===== config.mk =====
export PLATFORM = sky130hd
export DESIGN_NAME = keyed_circular_queue_flat
export DESIGN_NICKNAME = d
export VERILOG_FILES = /design/src/kcq_pkg.sv /design/src/kcq_intf.sv /design/src/keyed_circular_queue.sv /design/src/kcq_cell.sv /design/src/flat_wrapper.sv
export SDC_FILE = /design/constraint.sdc
export NUM_CORES = 2
export LEC_CHECK = 0
export BUFFER_PORTS_ARGS = -buffer_cell sky130_fd_sc_hd__clkbuf_2
export CAP_MARGIN = 0
export CORE_UTILIZATION = 57
export CTS_CLUSTER_SIZE = 20
export DETAILED_ROUTE_END_ITERATION = 8
export HOLD_SLACK_MARGIN = 0.02
export PLACE_DENSITY = 0.76
export SYNTH_ARGS = -nofsm -noshare
export SYNTH_HDL_FRONTEND = slang
export SYNTH_SLANG_ARGS = --single-unit

===== constraint.sdc =====
create_clock -name clk -period 5.52 [get_ports clk]
set_input_delay 0.552 -clock clk [delete_from_list [all_inputs] [get_ports clk]]
set_output_delay 0.552 -clock clk [all_outputs]
set_load 0.03 [all_outputs]

===== src/kcq_pkg.sv =====
// Shared widths, codes and control types for the keyed circular queue.
package kcq_pkg;

	localparam int ACT_W = 2;
	localparam int KEY_W = 32;
	localparam int PAY_W = 16;
	localparam int ST_W  = 3;
	localparam int OCC_W = 7;

	localparam logic [ACT_W-1:0] ACT_INSERT = 2'd0;
	localparam logic [ACT_W-1:0] ACT_REMOVE = 2'd1;
	localparam logic [ACT_W-1:0] ACT_SEARCH = 2'd2;

	localparam logic [ST_W-1:0] ST_OK       = 3'd0;
	localparam logic [ST_W-1:0] ST_FULL     = 3'd1;
	localparam logic [ST_W-1:0] ST_EMPTY    = 3'd2;
	localparam logic [ST_W-1:0] ST_DUP      = 3'd3;
	localparam logic [ST_W-1:0] ST_NOTFOUND = 3'd4;

	// Control broadcast to every cell of the ring.
	typedef struct packed {
		logic shift;  // rotate: each cell takes its upper neighbor
		logic wr;     // load the new record into the addressed cell
	} cell_ctl_t;

endpackage


===== src/kcq_intf.sv =====
// Request and response channel interfaces of the keyed circular queue.
interface kcq_req_if;
	import kcq_pkg::*;
	logic                    valid;
	logic                    ready;
	logic [ACT_W-1:0]        action;
	logic signed [KEY_W-1:0] key;
	logic [PAY_W-1:0]        payload;
	modport source(output valid, action, key, payload, input ready);
	modport sink(input valid, action, key, payload, output ready);
endinterface

interface kcq_rsp_if;
	import kcq_pkg::*;
	logic             valid;
	logic             ready;
	logic [ST_W-1:0]  status;
	logic             found;
	logic [PAY_W-1:0] found_payload;
	logic [OCC_W-1:0] occupancy;
	modport source(output valid, status, found, found_payload, occupancy, input ready);
	modport sink(input valid, status, found, found_payload, occupancy, output ready);
endinterface


===== src/keyed_circular_queue.sv =====
// Keyed circular queue top level: ring of DEPTH record cells plus sequencer.
// Insert and search rotate the full ring once while cell 0 is compared with
// the key, then commit the result in the finish state. Remove and unused
// codes go straight to the finish state. One request is in work at a time; a
// new one is taken while the previous response still waits in its register.
// arst_n clears count and control; record cells hold no reset value.
module keyed_circular_queue #(
	parameter int DEPTH = 64
) (
	input  logic       clk,
	input  logic       arst_n,
	kcq_req_if.sink    req,
	kcq_rsp_if.source  rsp
);
	import kcq_pkg::*;

	localparam int IW = $clog2(DEPTH);
	localparam int CW = $clog2(DEPTH + 1);
	localparam logic [CW-1:0] FULL_CNT = CW'(DEPTH);
	localparam logic [IW-1:0] LAST_STEP = IW'(DEPTH - 1);

	localparam logic [1:0] S_IDLE = 2'd0;
	localparam logic [1:0] S_WALK = 2'd1;
	localparam logic [1:0] S_FIN  = 2'd2;

	logic [1:0]       state_q;
	logic [IW-1:0]    step_q;
	logic [CW-1:0]    count_q;
	logic [ACT_W-1:0] act_q;
	logic [KEY_W-1:0] key_q;
	logic [PAY_W-1:0] pay_q;
	logic             hit_q;
	logic [PAY_W-1:0] hit_pay_q;

	logic             rsp_vld_q;
	logic [ST_W-1:0]  rsp_status_q;
	logic             rsp_found_q;
	logic [PAY_W-1:0] rsp_pay_q;
	logic [OCC_W-1:0] rsp_occ_q;

	logic [KEY_W-1:0] cell_key [DEPTH];
	logic [PAY_W-1:0] cell_pay [DEPTH];
	cell_ctl_t        cell_ctl;

	logic             accept;
	logic             fin_go;
	logic [ST_W-1:0]  res_status;
	logic             res_found;
	logic [PAY_W-1:0] res_pay;
	logic [CW-1:0]    res_count;
	logic             do_ins;
	logic             do_rem;

	assign accept = req.valid && req.ready;
	assign req.ready = (state_q == S_IDLE);
	assign fin_go = (state_q == S_FIN) && (!rsp_vld_q || rsp.ready);

	always_comb begin
		res_status = ST_OK;
		res_found  = 1'b0;
		res_pay    = '0;
		res_count  = count_q;
		do_ins     = 1'b0;
		do_rem     = 1'b0;
		unique case (act_q)
			ACT_INSERT: begin
				if (hit_q) begin
					res_status = ST_DUP;
					res_found  = 1'b1;
				end else if (count_q == FULL_CNT) begin
					res_status = ST_FULL;
				end else begin
					do_ins    = 1'b1;
					res_count = count_q + CW'(1);
				end
			end
			ACT_REMOVE: begin
				if (count_q == '0) begin
					res_status = ST_EMPTY;
				end else begin
					do_rem    = 1'b1;
					res_count = count_q - CW'(1);
				end
			end
			ACT_SEARCH: begin
				if (hit_q) begin
					res_found = 1'b1;
					res_pay   = hit_pay_q;
				end else begin
					res_status = ST_NOTFOUND;
				end
			end
			default: begin
				res_status = ST_OK;
			end
		endcase
	end

	// Dropping the head is one rotation; the old head lands past the count.
	assign cell_ctl.shift = (state_q == S_WALK) || (fin_go && do_rem);
	assign cell_ctl.wr    = fin_go && do_ins;

	for (genvar i = 0; i < DEPTH; i++) begin : g_cell
		kcq_cell #(
			.IW (IW),
			.IDX(i)
		) u_cell (
			.clk        (clk),
			.ctl        (cell_ctl),
			.wr_idx     (count_q[IW-1:0]),
			.wr_key     (key_q),
			.wr_payload (pay_q),
			.nxt_key    (cell_key[(i + 1) % DEPTH]),
			.nxt_payload(cell_pay[(i + 1) % DEPTH]),
			.key        (cell_key[i]),
			.payload    (cell_pay[i])
		);
	end

	always_ff @(posedge clk or negedge arst_n) begin
		if (!arst_n) begin
			state_q   <= S_IDLE;
			step_q    <= '0;
			count_q   <= '0;
			hit_q     <= 1'b0;
			rsp_vld_q <= 1'b0;
		end else begin
			// a new response may replace the one taken in this cycle
			if (fin_go) begin
				rsp_vld_q <= 1'b1;
			end else if (rsp_vld_q && rsp.ready) begin
				rsp_vld_q <= 1'b0;
			end
			unique case (state_q)
				S_IDLE: begin
					if (accept) begin
						hit_q  <= 1'b0;
						step_q <= '0;
						if (req.action == ACT_INSERT || req.action == ACT_SEARCH) begin
							state_q <= S_WALK;
						end else begin
							state_q <= S_FIN;
						end
					end
				end
				S_WALK: begin
					// cell 0 holds the record at logical position step_q
					if (!hit_q && CW'(step_q) < count_q && cell_key[0] == key_q) begin
						hit_q <= 1'b1;
					end
					step_q <= step_q + IW'(1);
					if (step_q == LAST_STEP) begin
						state_q <= S_FIN;
					end
				end
				S_FIN: begin
					if (fin_go) begin
						count_q <= res_count;
						state_q <= S_IDLE;
					end
				end
				default: begin
					state_q <= S_IDLE;
				end
			endcase
		end
	end

	always_ff @(posedge clk) begin
		if (accept) begin
			act_q <= req.action;
			key_q <= req.key;
			pay_q <= req.payload;
		end
		if (state_q == S_WALK && !hit_q) begin
			hit_pay_q <= cell_pay[0];
		end
		if (fin_go) begin
			rsp_status_q <= res_status;
			rsp_found_q  <= res_found;
			rsp_pay_q    <= res_pay;
			rsp_occ_q    <= OCC_W'(res_count);
		end
	end

	assign rsp.valid         = rsp_vld_q;
	assign rsp.status        = rsp_status_q;
	assign rsp.found         = rsp_found_q;
	assign rsp.found_payload = rsp_pay_q;
	assign rsp.occupancy     = rsp_occ_q;

`ifndef SYNTH
	a_count_bound: assert property (@(posedge clk) disable iff (!arst_n)
		count_q <= FULL_CNT)
		else $error("record count above depth");

	a_ctl_excl: assert property (@(posedge clk) disable iff (!arst_n)
		!(cell_ctl.shift && cell_ctl.wr))
		else $error("cell load and rotate at once");

	a_accept_busy: assert property (@(posedge clk) disable iff (!arst_n)
		accept |=> state_q != S_IDLE)
		else $error("sequencer idle after accepting a word");

	a_count_commit: assert property (@(posedge clk) disable iff (!arst_n)
		!fin_go |=> $stable(count_q))
		else $error("count changed outside commit");

	a_found_status: assert property (@(posedge clk) disable iff (!arst_n)
		rsp_vld_q && rsp_found_q |-> rsp_status_q == ST_OK || rsp_status_q == ST_DUP)
		else $error("found flag with failing status");
`endif

endmodule


===== src/kcq_cell.sv =====
// One record cell of the rotating ring: key and payload, load or shift.
module kcq_cell #(
	parameter int IW  = 6,
	parameter int IDX = 0
) (
	input  logic                     clk,
	input  kcq_pkg::cell_ctl_t       ctl,
	input  logic [IW-1:0]            wr_idx,
	input  logic [kcq_pkg::KEY_W-1:0] wr_key,
	input  logic [kcq_pkg::PAY_W-1:0] wr_payload,
	input  logic [kcq_pkg::KEY_W-1:0] nxt_key,
	input  logic [kcq_pkg::PAY_W-1:0] nxt_payload,
	output logic [kcq_pkg::KEY_W-1:0] key,
	output logic [kcq_pkg::PAY_W-1:0] payload
);
	import kcq_pkg::*;

	localparam logic [IW-1:0] MY_IDX = IW'(IDX);

	logic [KEY_W-1:0] key_q;
	logic [PAY_W-1:0] pay_q;

	always_ff @(posedge clk) begin
		if (ctl.wr && wr_idx == MY_IDX) begin
			key_q <= wr_key;
			pay_q <= wr_payload;
		end else if (ctl.shift) begin
			key_q <= nxt_key;
			pay_q <= nxt_payload;
		end
	end

	assign key     = key_q;
	assign payload = pay_q;

endmodule

===== src/flat_wrapper.sv =====
// flat-port wrapper written by rule: the top's interface ports become plain ports
module keyed_circular_queue_flat import kcq_pkg::*;
#(
	parameter int DEPTH = 64
)
  (clk, arst_n, req_valid, req_action, req_key, req_payload, req_ready, rsp_valid, rsp_status, rsp_found, rsp_found_payload, rsp_occupancy, rsp_ready);
  kcq_req_if req_i ();
  kcq_rsp_if rsp_i ();
  input  logic clk;
  input  logic arst_n;
  input wire logic [$bits(req_i.valid)-1:0] req_valid;
  input wire logic [$bits(req_i.action)-1:0] req_action;
  input wire logic [$bits(req_i.key)-1:0] req_key;
  input wire logic [$bits(req_i.payload)-1:0] req_payload;
  output wire logic [$bits(req_i.ready)-1:0] req_ready;
  output wire logic [$bits(rsp_i.valid)-1:0] rsp_valid;
  output wire logic [$bits(rsp_i.status)-1:0] rsp_status;
  output wire logic [$bits(rsp_i.found)-1:0] rsp_found;
  output wire logic [$bits(rsp_i.found_payload)-1:0] rsp_found_payload;
  output wire logic [$bits(rsp_i.occupancy)-1:0] rsp_occupancy;
  input wire logic [$bits(rsp_i.ready)-1:0] rsp_ready;
  assign req_i.valid = req_valid;
  assign req_i.action = req_action;
  assign req_i.key = req_key;
  assign req_i.payload = req_payload;
  assign req_ready = req_i.ready;
  assign rsp_valid = rsp_i.valid;
  assign rsp_status = rsp_i.status;
  assign rsp_found = rsp_i.found;
  assign rsp_found_payload = rsp_i.found_payload;
  assign rsp_occupancy = rsp_i.occupancy;
  assign rsp_i.ready = rsp_ready;
  keyed_circular_queue #(.DEPTH(DEPTH)) u_core (.clk(clk), .arst_n(arst_n), .req(req_i), .rsp(rsp_i));
endmodule

# ---- Word level (Yosys, flattened, before mapping)
# Cells that the tools add are included.
dict set report totals {
  latch_bits 0
  memories 0
  out_inout_bits 29
  mem_bits_rw 0
  mem_bits_ro 0
  in_bits 54
  reg_bits 3182
}
dict set report op_classes {
  reduce_logical 154
  n_lt_le_gt_ge 1
  bitwise_logic 0
  eq_ne 75
  shifts 0
  muxes 283
  n_mul 0
  div_mod_pow 0
  addsub 3
}
# cell n
set op_table {}
lappend op_table {{$mux 32} 128}
lappend op_table {{$mux 16} 128}
lappend op_table {{$eq 6x6->1 const B} 33}
lappend op_table {{$reduce_bool 2->1} 66}
lappend op_table {{$eq 6x5->1 const B} 16}
lappend op_table {{$logic_and 1x1->1} 72}
lappend op_table {{$eq 6x4->1 const B} 8}
lappend op_table {{$eq 32x32->1} 1}
lappend op_table {{$eq 6x3->1 const B} 4}
lappend op_table {{$mux 7} 3}
lappend op_table {{$pmux 7 s2} 1}
lappend op_table {{$eq 6x2->1 const B} 2}
lappend op_table {{$pmux 6 s2} 1}
lappend op_table {{$mux 1} 11}
lappend op_table {{$mux 2} 5}
lappend op_table {{$pmux 3 s3} 1}
lappend op_table {{$add 7x1->7 const B} 1}
lappend op_table {{$eq 7x7->1 const B} 1}
lappend op_table {{$logic_not 7->1} 1}
lappend op_table {{$lt 6x7->1} 1}
lappend op_table {{$sub 7x1->7 const B} 1}
lappend op_table {{$add 6x1->6 const B} 1}
lappend op_table {{$eq 2x2->1 const B} 3}
lappend op_table {{$eq 6x1->1 const B} 1}
lappend op_table {{other kinds (14)} 26}

# ---- Depth between registers and ports, before layout
dict set report logic_depth {
  ltp_word 7
  depth_mapped 11
}

# ---- Hierarchy
# A second synthesis with hierarchy kept.
dict set report unflattened {
  cells_unflattened 7024
  hier_area_um2 137496.9
}
# module cells_per_inst n_inst seq_area_each_um2 area_per_inst_um2
set by_module_without_submodules {}
lappend by_module_without_submodules {{kcq_cell at u_core.g_cell[19].u_cell ...} 104 16 1441.4 2077.0}
lappend by_module_without_submodules {{kcq_cell at u_core.g_cell[17].u_cell ...} 104 8 1441.4 2079.5}
lappend by_module_without_submodules {{kcq_cell at u_core.g_cell[23].u_cell ...} 105 8 1441.4 2077.0}
lappend by_module_without_submodules {{kcq_cell at u_core.g_cell[10].u_cell ...} 105 4 1441.4 2085.8}
lappend by_module_without_submodules {{kcq_cell at u_core.g_cell[11].u_cell ...} 105 4 1441.4 2083.2}
lappend by_module_without_submodules {{kcq_cell at u_core.g_cell[1].u_cell ...} 105 4 1441.4 2079.5}
lappend by_module_without_submodules {{kcq_cell at u_core.g_cell[53].u_cell ...} 104 4 1441.4 2074.5}
lappend by_module_without_submodules {{kcq_cell at u_core.g_cell[55].u_cell ...} 105 4 1441.4 2073.2}
lappend by_module_without_submodules {{kcq_cell at u_core.g_cell[16].u_cell ...} 104 3 1441.4 2064.5}
lappend by_module_without_submodules {keyed_circular_queue 334 1 3218.1 4664.5}
lappend by_module_without_submodules {{kcq_cell at u_core.g_cell[51].u_cell ...} 106 2 1441.4 2080.7}
lappend by_module_without_submodules {{kcq_cell at u_core.g_cell[12].u_cell ...} 105 2 1441.4 2078.2}
lappend by_module_without_submodules {{kcq_cell at u_core.g_cell[31].u_cell ...} 105 2 1441.4 2042.0}
lappend by_module_without_submodules {{kcq_cell at u_core.g_cell[0].u_cell} 105 1 1441.4 2074.5}
lappend by_module_without_submodules {{2 more rows} n/a n/a n/a n/a}

# ---- Worst setup path before layout
# No wires, ideal clock.
dict set report synth_path {
  path_type {input port to flip-flop}
  start {input port rsp_ready}
  end {register u_core.g_cell[20].u_cell.key_q[0] (enable)}
  arrival_ns 4.988
  setup_time_ns 0.520
  slack_ns 0.012
  cell_stages 8
  path_cell_list {nand2b_1 -> nand2b_1 -> buf_4 -> inv_2 -> buf_6 -> nand3_2 -> buf_6 -> o21ai_0}
}
dict set report synth_between {
  elab_chain_len 5
  word_cells_on_any_way 7
  classes_between {reduce/logical (7)}
}
# item line_no
set synth_lines {}
lappend synth_lines {{start: declaration} flat_wrapper.sv:21} ;# input wire logic [$bits(rsp_i.ready)-1:0] rsp_ready;
lappend synth_lines {{$logic_or 1x1->1 (*)} keyed_circular_queue.sv:56} ;# assign fin_go = (state_q == S_FIN) && (!rsp_vld_q || rsp.ready);
lappend synth_lines {{$logic_and 1x1->1 (*)} keyed_circular_queue.sv:56}
lappend synth_lines {{via u_core.fin_go} keyed_circular_queue.sv:46} ;# logic fin_go;
lappend synth_lines {{$logic_and 1x1->1, on equally long branches} {keyed_circular_queue.sv:101, keyed_circular_queue.sv:100}}
lappend synth_lines {{$logic_and 1x1->1 or $logic_or 1x1->1 (tied branches)} {kcq_cell.sv:24, keyed_circular_queue.sv:100}}
lappend synth_lines {{$reduce_bool 2->1 (no line) (*)} n/a}
lappend synth_lines {{end signal: assignment} kcq_cell.sv:25} ;# key_q <= wr_key;
lappend synth_lines {{end signal: assignment} kcq_cell.sv:28} ;# key_q <= nxt_key;
lappend synth_lines {{end: declaration} kcq_cell.sv:20} ;# logic [KEY_W-1:0] key_q;
# Mark *: on every way through the listed nets, which the timed path passes. The rest lies on a longest branch.
# A chain may end at the register's enable or synchronous reset.

# ---- Worst setup path in the final report
dict set report layout_path {
  start {register u_core.hit_q}
  end {register u_core.g_cell[50].u_cell.key_q[13] (enable)}
}
dict set report layout_between {
  elab_chain_len 5
}
# item line_no
set layout_lines {}
lappend layout_lines {{start: declaration} keyed_circular_queue.sv:32} ;# logic hit_q;
lappend layout_lines {{start signal: assignment} keyed_circular_queue.sv:125} ;# hit_q <= 1'b0;
lappend layout_lines {{start signal: assignment} keyed_circular_queue.sv:137} ;# hit_q <= 1'b0;
lappend layout_lines {{start signal: assignment} keyed_circular_queue.sv:149} ;# hit_q <= 1'b1;
lappend layout_lines {{$mux 1} keyed_circular_queue.sv:67} ;# if (hit_q) begin
lappend layout_lines {{$mux 1} keyed_circular_queue.sv:65} ;# unique case (act_q)
lappend layout_lines {{$logic_and 1x1->1} keyed_circular_queue.sv:101} ;# assign cell_ctl.wr = fin_go && do_ins;
lappend layout_lines {{$logic_and 1x1->1} kcq_cell.sv:24} ;# if (ctl.wr && wr_idx == MY_IDX) begin
lappend layout_lines {{$reduce_bool 2->1 (no line)} n/a}
lappend layout_lines {{end signal: assignment} kcq_cell.sv:25}
lappend layout_lines {{end signal: assignment} kcq_cell.sv:28}
lappend layout_lines {{end: declaration} kcq_cell.sv:20}
# Every way passes these cells.

==> flow_summary.yaml <==
clock_network:
  cts_tree: "done"
  htree_levels: 5
  worstSkewPairLatency_ns: 0.96
  clk_pin_slew_worst_paths_ns: 0.06
  cts_root_buf: "clkbuf_16"
  clockBufferDepth: 4
  cts.sinks: 3182
  cts_inserted_buffers: 331
sta:
  clock.fmax_ghz: 0.237
  setup_slack_ns: 1.30
  min_period_ns: 4.22
  period_share_pct: 76.4
  skew_ns: 0.0804
  finalHoldViolCount: 0
  setup_viol: 0
  max_slew_margin_pct: 12.9
  tns_ns: 0
  hold_ws_ns: 0.178
  worst_slew_pin_slew_ns: 1.30
  slew_viol_final: 0
  rsz0062_at_grt: "false"
min_path:
  hp-class: "input pin to asynchronous set/reset pin"
synth:
  ys_seq_elements: 3182
  synth-edff-count: 3165
  postSynthCellCount: 7303
  yosys_most_used_dff: "edfxtp_1"
  synthTopCellsByArea: "edfxtp_1 70%, mux2_2 25%, clkbuf_1 1.0%"
  synth_top_area_share_pct: 70.2
  yosys.area.top_type: "edfxtp_1"
  ys_types: 54
  avgSynthCellArea_sq_um: 18.5
  ys_async_sr_fraction_pct: 0.534
  yosys_warnings: 0
  syn-num-nets: 7367
  seq_area_frac_synth_pct: 70.5
  synth_area_sq_um: 135000
  yosysMostFrequentCell: "edfxtp_1"
  synthTopCellsByCount: "3165 x edfxtp_1, 3062 x mux2_2, 378 x clkbuf_1, 203 x buf_2, 76 x nand2_1"
finish:
  area_growth_pct: 10.4
  postLayoutCellArea_sq_um: 150000
  final-seq-area_sq_um: 95500
  final_core_util_pct: 63.5
  fin_nets: 7373
  fin_cells: 10700
  multiInputGateArea_sq_um: 37300
  n_fill_cell: 15700
  drive_above_1_share_pct: 52.3
flow_run:
  drv_cap: 0
setup_path:
  slowest_delay_ns: 1.05
  critPathKind: "register to register"
  worstPathMaxFanout: 47
  crit_chain: "inv_1, nand2_1, buf_4, nor3_1, nand2_2, buf_4, nand2_2, buf_12"
  critPathLaunchType: "register"
  worstPathRequired_ns: 6.12
  endpoint_kind: "register"
  cp.arrival_ns: 4.82
  cp_slowest_cell: "nor3_1"
pwr:
  power.switching_mw: 24.2
  clkPwrFrac_pct: 25.3
  vdd_drop_max_v: 0.000481
  power_mw: 84.3
  p_leak_nw: 49.9
  comb_power_share_pct: 21.0
  pwr-share-seq_pct: 53.7
  switching_share_pct: 28.7
  p_per_area_nw_per_um2: 563
  internal_power_mw: 60.1
global_routing:
  grt_pass1_vias: 68700
  antenna_found_initial: 28
  grt_pass1_wl_um: 487000
  overflow: 0
  grt_max_degree: 65
  grt_usage_pct: 28.3
routing:
  drt_first_pass_iters: 5
  drc: 0
  vias: 68300
  drt-initial-drc-count: 7578
  drtAntennaViolNets: 0
  totalWireLength_um: 340000
  wire_per_inst_um: 31.8
  routed_via_density: 6.38
die:
  die-width_um: 489
  die_h_um: 489
  die_area_sq_um: 240000
  io_pins: 83
  row_count: 178
  start_util_pct: 57.5
  core_area_sq_um: 236000
place:
  globalplace.congestion: 0.957
  dp.cells: 10100
  dp.final_hpwl_um: 201000
  post-place-ws_ns: 1.12
  place_area_sq_um: 139000
  portBuffers: 82
outcome:
  status: "finished clean"
==> repair_timing <==
action,CTS,global route
buffers inserted,0,0
gates resized for setup,0,0
endpoints found under the hold margin,68,0
hold buffers,52,0
==> worst max-delay path, delay by kind of cell (launching register included) <==
kind,cells,cell delay [ns]
and+or+nand+nor,4,1.85
DFF,1,0.58
buffers and inverters,4,1.45
==> flip-flops by register name (all words and copies together) (netlist names), 3 cells and up <==
register,cells
u_core.g_cell.u_cell.key,2048
u_core.g_cell.u_cell.payload,1024
u_core.key_q,32
u_core.hit_pay_q,16
u_core.pay_q,16
u_core.rsp.found_payload,16
u_core.count_q,7
u_core.rsp.occupancy,7
u_core.step_q,6
u_core.rsp.status,3
==> per-layer routing <==
layer  vias up  share of wire (%)  wire (um)  track usage, %
li1      28300                  -          -               -
met4         4                5.2      17700            13.4
met5         -             0.0068         23               0
met1     35800                 38     130000            36.7
met2      3260                 48     165000            46.0
met3       820                8.2      27700            5.51
==> placed cells by master (no fill, tap or decap), types with 45 or more instances in the layout <==
cell	netlist	routed
edfxtp_1	3165	3165
mux2_2	3062	3062
clkbuf_16	0	339
buf_4	51	223
clkbuf_2	0	82
clkinv_1	1	78
nand2_2	0	59
clkbuf_1	378	56
dlygate4sd3_1	0	52
clkinv_2	0	45
==> kinds of logic after synthesis <==
logic type / count (synthesis) / synth area share (%)
DFF: 3182 / 70.5
muxes: 3077 / 25.6
buffers and inverters: 699 / 2.36
and+or+nand+nor: 228 / 0.926
AOI/OAI and AO/OA: 67 / 0.298
xor gates and xnor gates: 40 / 0.259
adders and majority gates: 10 / 0.0924
==> final timing paths <==
| check | start | endpoint | slack [ns] | cells after the start |
|---|---|---|---|---|
| min reg2reg | u_core.g_cell[0].u_cell.payload[0] | u_core.hit_pay_q[0] | 0.48 | 0 |
| min | arst_n | u_core.rsp.valid | 0.18 | 2 |
| max in group asynchronous | arst_n | u_core.hit_q | 4.86 | 2 |
| max reg2reg | u_core.hit_q | u_core.g_cell[50].u_cell.key[13] | 1.30 | 8 |
| min in group clk | rsp_ready | u_core.rsp.valid | 0.25 | 3 |
| max | u_core.hit_q | u_core.g_cell[50].u_cell.key[13] | 1.30 | 8 |
==> power groups by stage <==
stage / sequential (mW) / clock, mW / combinational [mW]
floorplan: 43.4 / 0 / 11.7
global placement: 45.3 / 0 / 17.2
global route: 45.7 / 22.4 / 18.8
CTS: 45.0 / 21.5 / 17.8
detailed placement: 45.3 / 0 / 17.5
finish: 45.2 / 21.3 / 17.7
==> layout make-up <==
| type | instances | area share [%] |
|---|---|---|
| well taps | 3150 | 2.63 |
| multi-input cells | 3422 | 25.0 |
| diodes | 8 | 0.0134 |
| repair buffers | 360 | 1.78 |
| clock inverters | 170 | 0.946 |
| inverters | 12 | 0.0301 |
| flip-flops and latches | 3182 | 63.8 |
| clock buffers | 395 | 5.81 |
Note: power is estimated with default switching activity, not from simulation.
